**src/rtl/core/bitblt_pkg.sv**
```systemverilog
// ----------------------------------------------------------------------------
// Bit-block transfer word datapath package
// Word type, position codes, register indexes and raster-op codes.
// ----------------------------------------------------------------------------
package bitblt_pkg;

    localparam int WORD_BITS = 32;
    localparam int SKEW_BITS = $clog2(WORD_BITS);

    typedef logic [WORD_BITS-1:0] word_t;
    typedef logic [SKEW_BITS-1:0] skew_t;
    typedef logic [1:0]           position_t;
    typedef logic [3:0]           rop_t;
    typedef logic [2:0]           cfg_index_t;

    localparam word_t WORD_ONES = '1;

    // Position of a word within a row.
    localparam position_t POS_PRIME  = 2'd0;
    localparam position_t POS_FIRST  = 2'd1;
    localparam position_t POS_MIDDLE = 2'd2;
    localparam position_t POS_LAST   = 2'd3;

    // Configuration register indexes.
    localparam cfg_index_t CFG_ROP        = 3'd0;
    localparam cfg_index_t CFG_SKEW       = 3'd1;
    localparam cfg_index_t CFG_BACKWARD   = 3'd2;
    localparam cfg_index_t CFG_FIRST_MASK = 3'd3;
    localparam cfg_index_t CFG_LAST_MASK  = 3'd4;

    // Raster operations on source s, destination d and texture t.
    localparam rop_t ROP_ZEROS       = 4'd0;
    localparam rop_t ROP_S_AND_D     = 4'd1;
    localparam rop_t ROP_S_AND_ND    = 4'd2;
    localparam rop_t ROP_S           = 4'd3;
    localparam rop_t ROP_NS_AND_D    = 4'd4;
    localparam rop_t ROP_D           = 4'd5;
    localparam rop_t ROP_S_XOR_D     = 4'd6;
    localparam rop_t ROP_S_OR_D      = 4'd7;
    localparam rop_t ROP_NS_AND_ND   = 4'd8;
    localparam rop_t ROP_NS_XOR_D    = 4'd9;
    localparam rop_t ROP_ND          = 4'd10;
    localparam rop_t ROP_S_OR_ND     = 4'd11;
    localparam rop_t ROP_NS          = 4'd12;
    localparam rop_t ROP_NS_OR_D     = 4'd13;
    localparam rop_t ROP_NS_OR_ND    = 4'd14;
    localparam rop_t ROP_ONES        = 4'd15;

    localparam rop_t ROP_RESET = ROP_D;

endpackage

```
**src/rtl/core/bitblt_word_raster_op.sv**
```systemverilog
// ----------------------------------------------------------------------------
// Bit-block transfer word raster-op datapath
// Skew merge, rotation, raster operation and edge masking of one word.
// ----------------------------------------------------------------------------
// The block takes one word per cycle while the output is not stalled and
// returns one result word per non-prime word through its output register.
// Each accepted word lands in an input register together with a snapshot of
// the carried previous source word and the primed flag; the merge, the barrel
// rotation, the raster operation and the edge blend are then worked out in
// one pass of logic and caught in the output register. The carried source
// word is a single register updated at acceptance, so back-to-back words of a
// row flow at one per cycle. A prime word only loads the carried source and
// produces no result. Configuration registers are written through a separate
// port that is always ready and must only be written while the block is idle.
module bitblt_word_raster_op
(
    input  logic                   clk,
    input  logic                   rst_n,

    input  logic                   in_valid,
    output logic                   in_ready,
    input  bitblt_pkg::word_t      src_word,
    input  bitblt_pkg::word_t      dst_word,
    input  bitblt_pkg::word_t      texture_word,
    input  bitblt_pkg::position_t  position,

    output logic                   out_valid,
    input  logic                   out_ready,
    output bitblt_pkg::word_t      new_word,

    input  logic                   cfg_valid,
    output logic                   cfg_ready,
    input  bitblt_pkg::cfg_index_t cfg_index,
    input  bitblt_pkg::word_t      cfg_data
);
    import bitblt_pkg::*;

    // Configuration registers.
    rop_t  rop_reg;
    skew_t skew_reg;
    logic  backward_reg;
    word_t first_mask_reg;
    word_t last_mask_reg;

    // Carried state between words of a row.
    word_t prev_source_reg, prev_source_next;
    logic  primed_reg, primed_next;

    // Input stage.
    logic      s1_valid_reg, s1_valid_next;
    word_t     s1_src_reg, s1_dst_reg, s1_tex_reg, s1_prev_reg;
    position_t s1_pos_reg;
    logic      s1_primed_reg;

    // Output stage.
    logic  out_valid_reg, out_valid_next;
    word_t out_word_reg;

    logic in_fire;
    logic s1_advance;
    logic cfg_fire;

    // Datapath signals of the single pass.
    word_t merge_mask;
    word_t merged;
    word_t rotated;
    word_t src_term;
    word_t rop_result;
    word_t result;
    logic [2*WORD_BITS-1:0] rot_wide;

    assign cfg_ready  = 1'b1;
    assign cfg_fire   = cfg_valid && cfg_ready;

    // The output register drains when it is empty or being taken; the input
    // stage moves forward whenever the output register can take its word.
    assign s1_advance = s1_valid_reg && (!out_valid_reg || out_ready);
    assign in_ready   = !s1_valid_reg || s1_advance;
    assign in_fire    = in_valid && in_ready;

    assign out_valid  = out_valid_reg;
    assign new_word   = out_word_reg;

    // Configuration writes; indexes beyond the register list are ignored.
    always_ff @(posedge clk or negedge rst_n)
    begin
        if (!rst_n)
        begin
            rop_reg        <= ROP_RESET;
            skew_reg       <= '0;
            backward_reg   <= 1'b0;
            first_mask_reg <= WORD_ONES;
            last_mask_reg  <= WORD_ONES;
        end
        else if (cfg_fire)
        begin
            case (cfg_index)
                CFG_ROP:        rop_reg        <= cfg_data[3:0];
                CFG_SKEW:       skew_reg       <= cfg_data[SKEW_BITS-1:0];
                CFG_BACKWARD:   backward_reg   <= cfg_data[0];
                CFG_FIRST_MASK: first_mask_reg <= cfg_data;
                CFG_LAST_MASK:  last_mask_reg  <= cfg_data;
                default:        ;
            endcase
        end
    end

    // Carried source word and primed flag follow every accepted word in
    // order: a prime word sets the flag, any other word clears it.
    always_comb
    begin
        prev_source_next = prev_source_reg;
        primed_next      = primed_reg;
        if (in_fire)
        begin
            prev_source_next = src_word;
            primed_next      = (position == POS_PRIME);
        end
    end

    always_comb
    begin
        s1_valid_next = s1_valid_reg;
        if (in_fire)
        begin
            s1_valid_next = (position != POS_PRIME);
        end
        else if (s1_advance)
        begin
            s1_valid_next = 1'b0;
        end
    end

    always_comb
    begin
        out_valid_next = out_valid_reg;
        if (s1_advance)
        begin
            out_valid_next = 1'b1;
        end
        else if (out_ready)
        begin
            out_valid_next = 1'b0;
        end
    end

    always_ff @(posedge clk or negedge rst_n)
    begin
        if (!rst_n)
        begin
            prev_source_reg <= '0;
            primed_reg      <= 1'b0;
            s1_valid_reg    <= 1'b0;
            out_valid_reg   <= 1'b0;
        end
        else
        begin
            prev_source_reg <= prev_source_next;
            primed_reg      <= primed_next;
            s1_valid_reg    <= s1_valid_next;
            out_valid_reg   <= out_valid_next;
        end
    end

    // Input stage payload, with a snapshot of the carried state as it stood
    // before this word.
    always_ff @(posedge clk)
    begin
        if (in_fire)
        begin
            s1_src_reg    <= src_word;
            s1_dst_reg    <= dst_word;
            s1_tex_reg    <= texture_word;
            s1_pos_reg    <= position;
            s1_prev_reg   <= prev_source_reg;
            s1_primed_reg <= primed_reg;
        end
    end

    // Skew merge mask: empty for a zero skew, else the low WORD_BITS minus skew
    // bits; a right-to-left walk takes the complement.
    always_comb
    begin
        merge_mask = (skew_reg == '0) ? '0 : (WORD_ONES >> skew_reg);
        if (backward_reg)
        begin
            merge_mask = ~merge_mask;
        end
    end

    // An unprimed first word has nothing to merge with, so the bits that
    // would come from the previous word are left clear.
    always_comb
    begin
        if ((s1_pos_reg == POS_FIRST) && !s1_primed_reg)
        begin
            merged = s1_src_reg & ~merge_mask;
        end
        else
        begin
            merged = (s1_prev_reg & merge_mask) | (s1_src_reg & ~merge_mask);
        end
    end

    // Left rotation: the upper half of the doubled word shifted by the skew.
    assign rot_wide = {merged, merged} << skew_reg;
    assign rotated  = rot_wide[2*WORD_BITS-1:WORD_BITS];
    assign src_term = rotated & s1_tex_reg;

    always_comb
    begin
        case (rop_reg)
            ROP_ZEROS:     rop_result = '0;
            ROP_S_AND_D:   rop_result = src_term & s1_dst_reg;
            ROP_S_AND_ND:  rop_result = src_term & ~s1_dst_reg;
            ROP_S:         rop_result = src_term;
            ROP_NS_AND_D:  rop_result = ~src_term & s1_dst_reg;
            ROP_D:         rop_result = s1_dst_reg;
            ROP_S_XOR_D:   rop_result = src_term ^ s1_dst_reg;
            ROP_S_OR_D:    rop_result = src_term | s1_dst_reg;
            ROP_NS_AND_ND: rop_result = ~src_term & ~s1_dst_reg;
            ROP_NS_XOR_D:  rop_result = ~src_term ^ s1_dst_reg;
            ROP_ND:        rop_result = ~s1_dst_reg & s1_tex_reg;
            ROP_S_OR_ND:   rop_result = src_term | ~s1_dst_reg;
            ROP_NS:        rop_result = ~src_term;
            ROP_NS_OR_D:   rop_result = ~src_term | s1_dst_reg;
            ROP_NS_OR_ND:  rop_result = ~src_term | ~s1_dst_reg;
            ROP_ONES:      rop_result = s1_tex_reg;
            default:       rop_result = s1_tex_reg;
        endcase
    end

    // Edge words keep the old destination outside their edge mask.
    always_comb
    begin
        case (s1_pos_reg)
            POS_FIRST: result = (first_mask_reg & rop_result)
                              | (~first_mask_reg & s1_dst_reg);
            POS_LAST:  result = (last_mask_reg & rop_result)
                              | (~last_mask_reg & s1_dst_reg);
            default:   result = rop_result;
        endcase
    end

    always_ff @(posedge clk)
    begin
        if (s1_advance)
        begin
            out_word_reg <= result;
        end
    end

    // A prime word arms the merge for the next word.
    assert property (@(posedge clk) disable iff (!rst_n)
        (in_fire && (position == POS_PRIME)) |=> primed_reg)
        else $error("prime word did not set the primed flag");

    // A result-producing word clears the flag and occupies the input stage.
    assert property (@(posedge clk) disable iff (!rst_n)
        (in_fire && (position != POS_PRIME)) |=> (!primed_reg && s1_valid_reg))
        else $error("result word not captured or primed flag not cleared");

    // The input side only stalls when both stages are full and blocked.
    assert property (@(posedge clk) disable iff (!rst_n)
        !in_ready |-> (s1_valid_reg && out_valid_reg && !out_ready))
        else $error("input stalled while the pipeline could move");

    // A word leaving the input stage shows up at the output.
    assert property (@(posedge clk) disable iff (!rst_n)
        s1_advance |=> out_valid_reg)
        else $error("word left the input stage but no result appeared");

    // The carried source word changes only on an accepted word.
    assert property (@(posedge clk) disable iff (!rst_n)
        !in_fire |=> $stable(prev_source_reg))
        else $error("carried source word changed without an accepted word");

endmodule

```
**config.mk**
```make
export PLATFORM = sky130hd
export DESIGN_NAME = bitblt_word_raster_op
export DESIGN_NICKNAME = d
export VERILOG_FILES = /design/src/rtl/core/bitblt_pkg.sv /design/src/rtl/core/bitblt_word_raster_op.sv
export SDC_FILE = /design/constraint.sdc
export NUM_CORES = 1
export LEC_CHECK = 0
export ABC_CLOCK_PERIOD_IN_PS = 3930
export BUFFER_PORTS_ARGS = -buffer_cell sky130_fd_sc_hd__buf_2
export CORE_ASPECT_RATIO = 0.8
export CORE_MARGIN = 2
export CORE_UTILIZATION = 55
export CTS_CLUSTER_DIAMETER = 200
export DETAILED_ROUTE_END_ITERATION = 10
export HOLD_SLACK_MARGIN = 0.1
export MAX_ROUTING_LAYER = met4
export PLACE_DENSITY_LB_ADDON = 0.05
export REMOVE_ABC_BUFFERS = 1
export SYNTH_ARGS = -nofsm -noshare
export SYNTH_HDL_FRONTEND = slang
export SYNTH_SLANG_ARGS = --single-unit
```
**constraint.sdc**
```tcl
create_clock -name clk -period 3.93 [get_ports clk]
set_clock_uncertainty 0.15 [all_clocks]
set_input_delay 0.786 -clock clk [delete_from_list [all_inputs] [get_ports clk]]
set_output_delay 0.786 -clock clk [all_outputs]
set_load 0.05 [all_outputs]
```
==> metrics.txt <==
outcome=finished with violations; failing checks=setup timing; CP max stage delay=610 ps; CP endpoint kind=register; via count=16400; Synth Area in Compound Gates=20.2%; clock tree buffer depth=3; Worst Setup SP=skew_reg[1]; Initial DRC Count=2110; final worst slack=-390 ps; reg2reg setup slack=-390 ps; Die Wd=203 um; FMAX=0.231 GHz; setup_tns=-7280 ps; core area=0.0314 mm2; TritonCTS Buffers=27; Residual DRC=0; Final Core Density=71.0%; #FFs+latches synth=272; Pleak=0.00891 uW; WL/cell=24.4 um; Cell variety after synth=91; clock-pin slew on the worst setup and hold paths=60 ps; Post-Syn Area=0.0175 mm2; die area=0.0332 mm2; Total GRT Usage=37.2%; asr flop ratio synth=40.1%; GRT overflow=0; largest family of logic cells by synthesized area=compound AO/OA/AOI/OAI gates; mux cell area share after synthesis=18.3%; number of global-route vias before repair=15500; H-tree levels=1; GP Congestion=0.958; Finished Layout Cells=2478; Worst VDD drop=0.000395 V; crit share post-route=110%; Pwr Density=621 mW/mm2; Worst-Margin Slew=894 ps; Critical-path top delay cell=or4_4; final net count=2174; Cells after Synth=1696; first-pass GRT wire length=92100 um; Tmin final=4320 ps; synthesis warning total=0; Rel. slew slack=40.2%; delay-heaviest family, CP=multiplexers; r2r startpoint=skew_reg[1]; Synth Area in Simple Gates=12.7%; Seq. cell area=0.00771 mm2; top area cells in the synthesized netlist=edfxtp_1 28%, dfstp_2 9.9%, mux2_2 8.6%; CP Cell Sequence=or4_4, o22ai_2, xnor2_2, mux2_4, mux4_2, mux4_2, or2_1, o211ai_2, mux2i_1, a22oi_1, o32a_1; largest net degree at the start of global routing=110; root buf cell=clkbuf_16; Synth top area share=28.0%; top_reg_cell synth=edfxtp_1; Layout fillers=2355; fraction of layout cells with a size suffix above 1=41.3%; CTS tree=built; Avg Cell Area, Syn=10.3 um2; via/cell ratio=6.60; unrepaired setup endpoints after global routing=yes; Setup-failing EPs final=32; FF-to-FF End=new_word[23]; WS Path Type=reg2reg; Worst Setup Start Kind=register; Final ANT Viol Nets=0; Critical Path RT=4090 ps; DP Wirelength=42700 um; Post-Route Hold Slack=136 ps; Hold Crit Class=in2async; crit path DAT=4480 ps; Area growth syn-to-layout=27.4%; WP buf/inv=0; sequential share of the synthesized area=44.1%; Final Hold Vio Count=0; cells on worst reg2reg path=11; initial core utilization=55.8%; CP max FO=5; Die Span Y=163 um; dpl cells=2401; # rows=58; multi-input logic area=0.0100 mm2; count of input and output buffers=171; EDFF count, synth=163; CP dominant cell by count=mux4_2; clock sinks=272; Slew Viols, Final=0; Synth area leader=edfxtp_1; Clk Latency, worst-skew pair=570 ps; antenna violations before repair=1; post-synthesis xor/xnor area fraction=1.10%; post-route cell area=0.0223 mm2; maxcap violations=0; DRT Pass-1 Iters=6; I/O pin count=173; Post-Route WL=60400 um; Post-Synth Adder-Cell Area=0%; area post-placement=0.0203 mm2
## worst reg2reg max path, stage by stage, from the launching register on
cell,delay [ps]
dfrtp_2,470
or4_4,610
o22ai_2,210
xnor2_2,160
mux2_4,340
mux4_2,540
mux4_2,550
or2_1,250
o211ai_2,120
mux2i_1,220
a22oi_1,100
o32a_1,340
## layout make-up
cell class,count,area share [%]
Multi-Input combinational cell,1268,45.1
Sequential cell,272,34.6
Timing Repair Buffer,435,13.4
Clock buffer,41,3.64
Tap cell,420,2.36
Inverter,32,0.562
Clock inverter,9,0.303
Antenna cell,1,0.0112
## what timing repair did
item,4_1_cts,5_1_grt
pin swaps,44,15
cloned,1,0
hold endpoints to repair,0,0
hold buffers,0,0
gates resized for setup,138,49
endpoints found under the setup margin,32,32
buffers inserted,15,13
## routing by layer
| layer | vias up | GRT usage (%) | part of all wire, % |
|---|---|---|---|
| li1 | 7253 | - | - |
| met1 | 7997 | 55.2 | 44 |
| met2 | 979 | 53.0 | 43 |
| met3 | 124 | 6.36 | 11 |
| met4 | 0 | 8.69 | 2.5 |
| met5 | - | - | 0 |
## worst max-delay path by stage
stage / endpoint / cells past startpoint / slack [ps]
2_1_floorplan: new_word[22] / 9 / -1570
3_3_place_gp: new_word[5] / 12 / -440
3_5_place_dp: new_word[23] / 11 / -470
4_1_cts: new_word[23] / 11 / -330
5_1_grt: new_word[23] / 16 / -450
6_report: new_word[23] / 11 / -390
## layout by cell type (no fill, tap or decap), types with 24 or more instances in the layout
cell type and instances:
mux2_2 118, o211ai_1 33, nand3_1 27, nor2_1 127, clkbuf_16 29, and2_1 28, buf_2 170, inv_1 27
mux2i_1 92, a21oi_1 83, dfstp_2 66, dfrtp_1 38, o21ai_0 84, mux4_2 24, edfxtp_1 163, a22oi_1 25
buf_4 245, nand2_1 155
## cells by family after synthesis
logic type	after synthesis
AND/OR/NAND/NOR	475
multiplexers	272
AO/OA/AOI/OAI	497
flip-flops	272
other	1
buffers and inverters	157
XOR/XNOR	22
## through the flow
stage	power, uW	setup slack (ps)
2_1_floorplan	7530	-1570
3_3_place_gp	10000	-440
3_5_place_dp	10200	-466
4_1_cts	13400	-333
5_1_grt	14400	-445
6_report	13800	-390
## power breakdown
group / switching, uW / internal [uW] / total, uW
combinational: 4020 / 3300 / 7320
clock: 1110 / 1480 / 2600
sequential: 290 / 3620 / 3910
total: 5420 / 8410 / 13800
## cell usage after synthesis (all sizes together), types with 32 or more instances
cell type    n
a21oi       85
buf         40
clkbuf      85
dfrtp       43
dfstp       66
edfxtp     163
mux2       139
mux2i      109
nand2      160
nor2       133
o211ai      37
o21ai       99
o22ai       32
No activity file was read; power rests on OpenSTA's default activity.
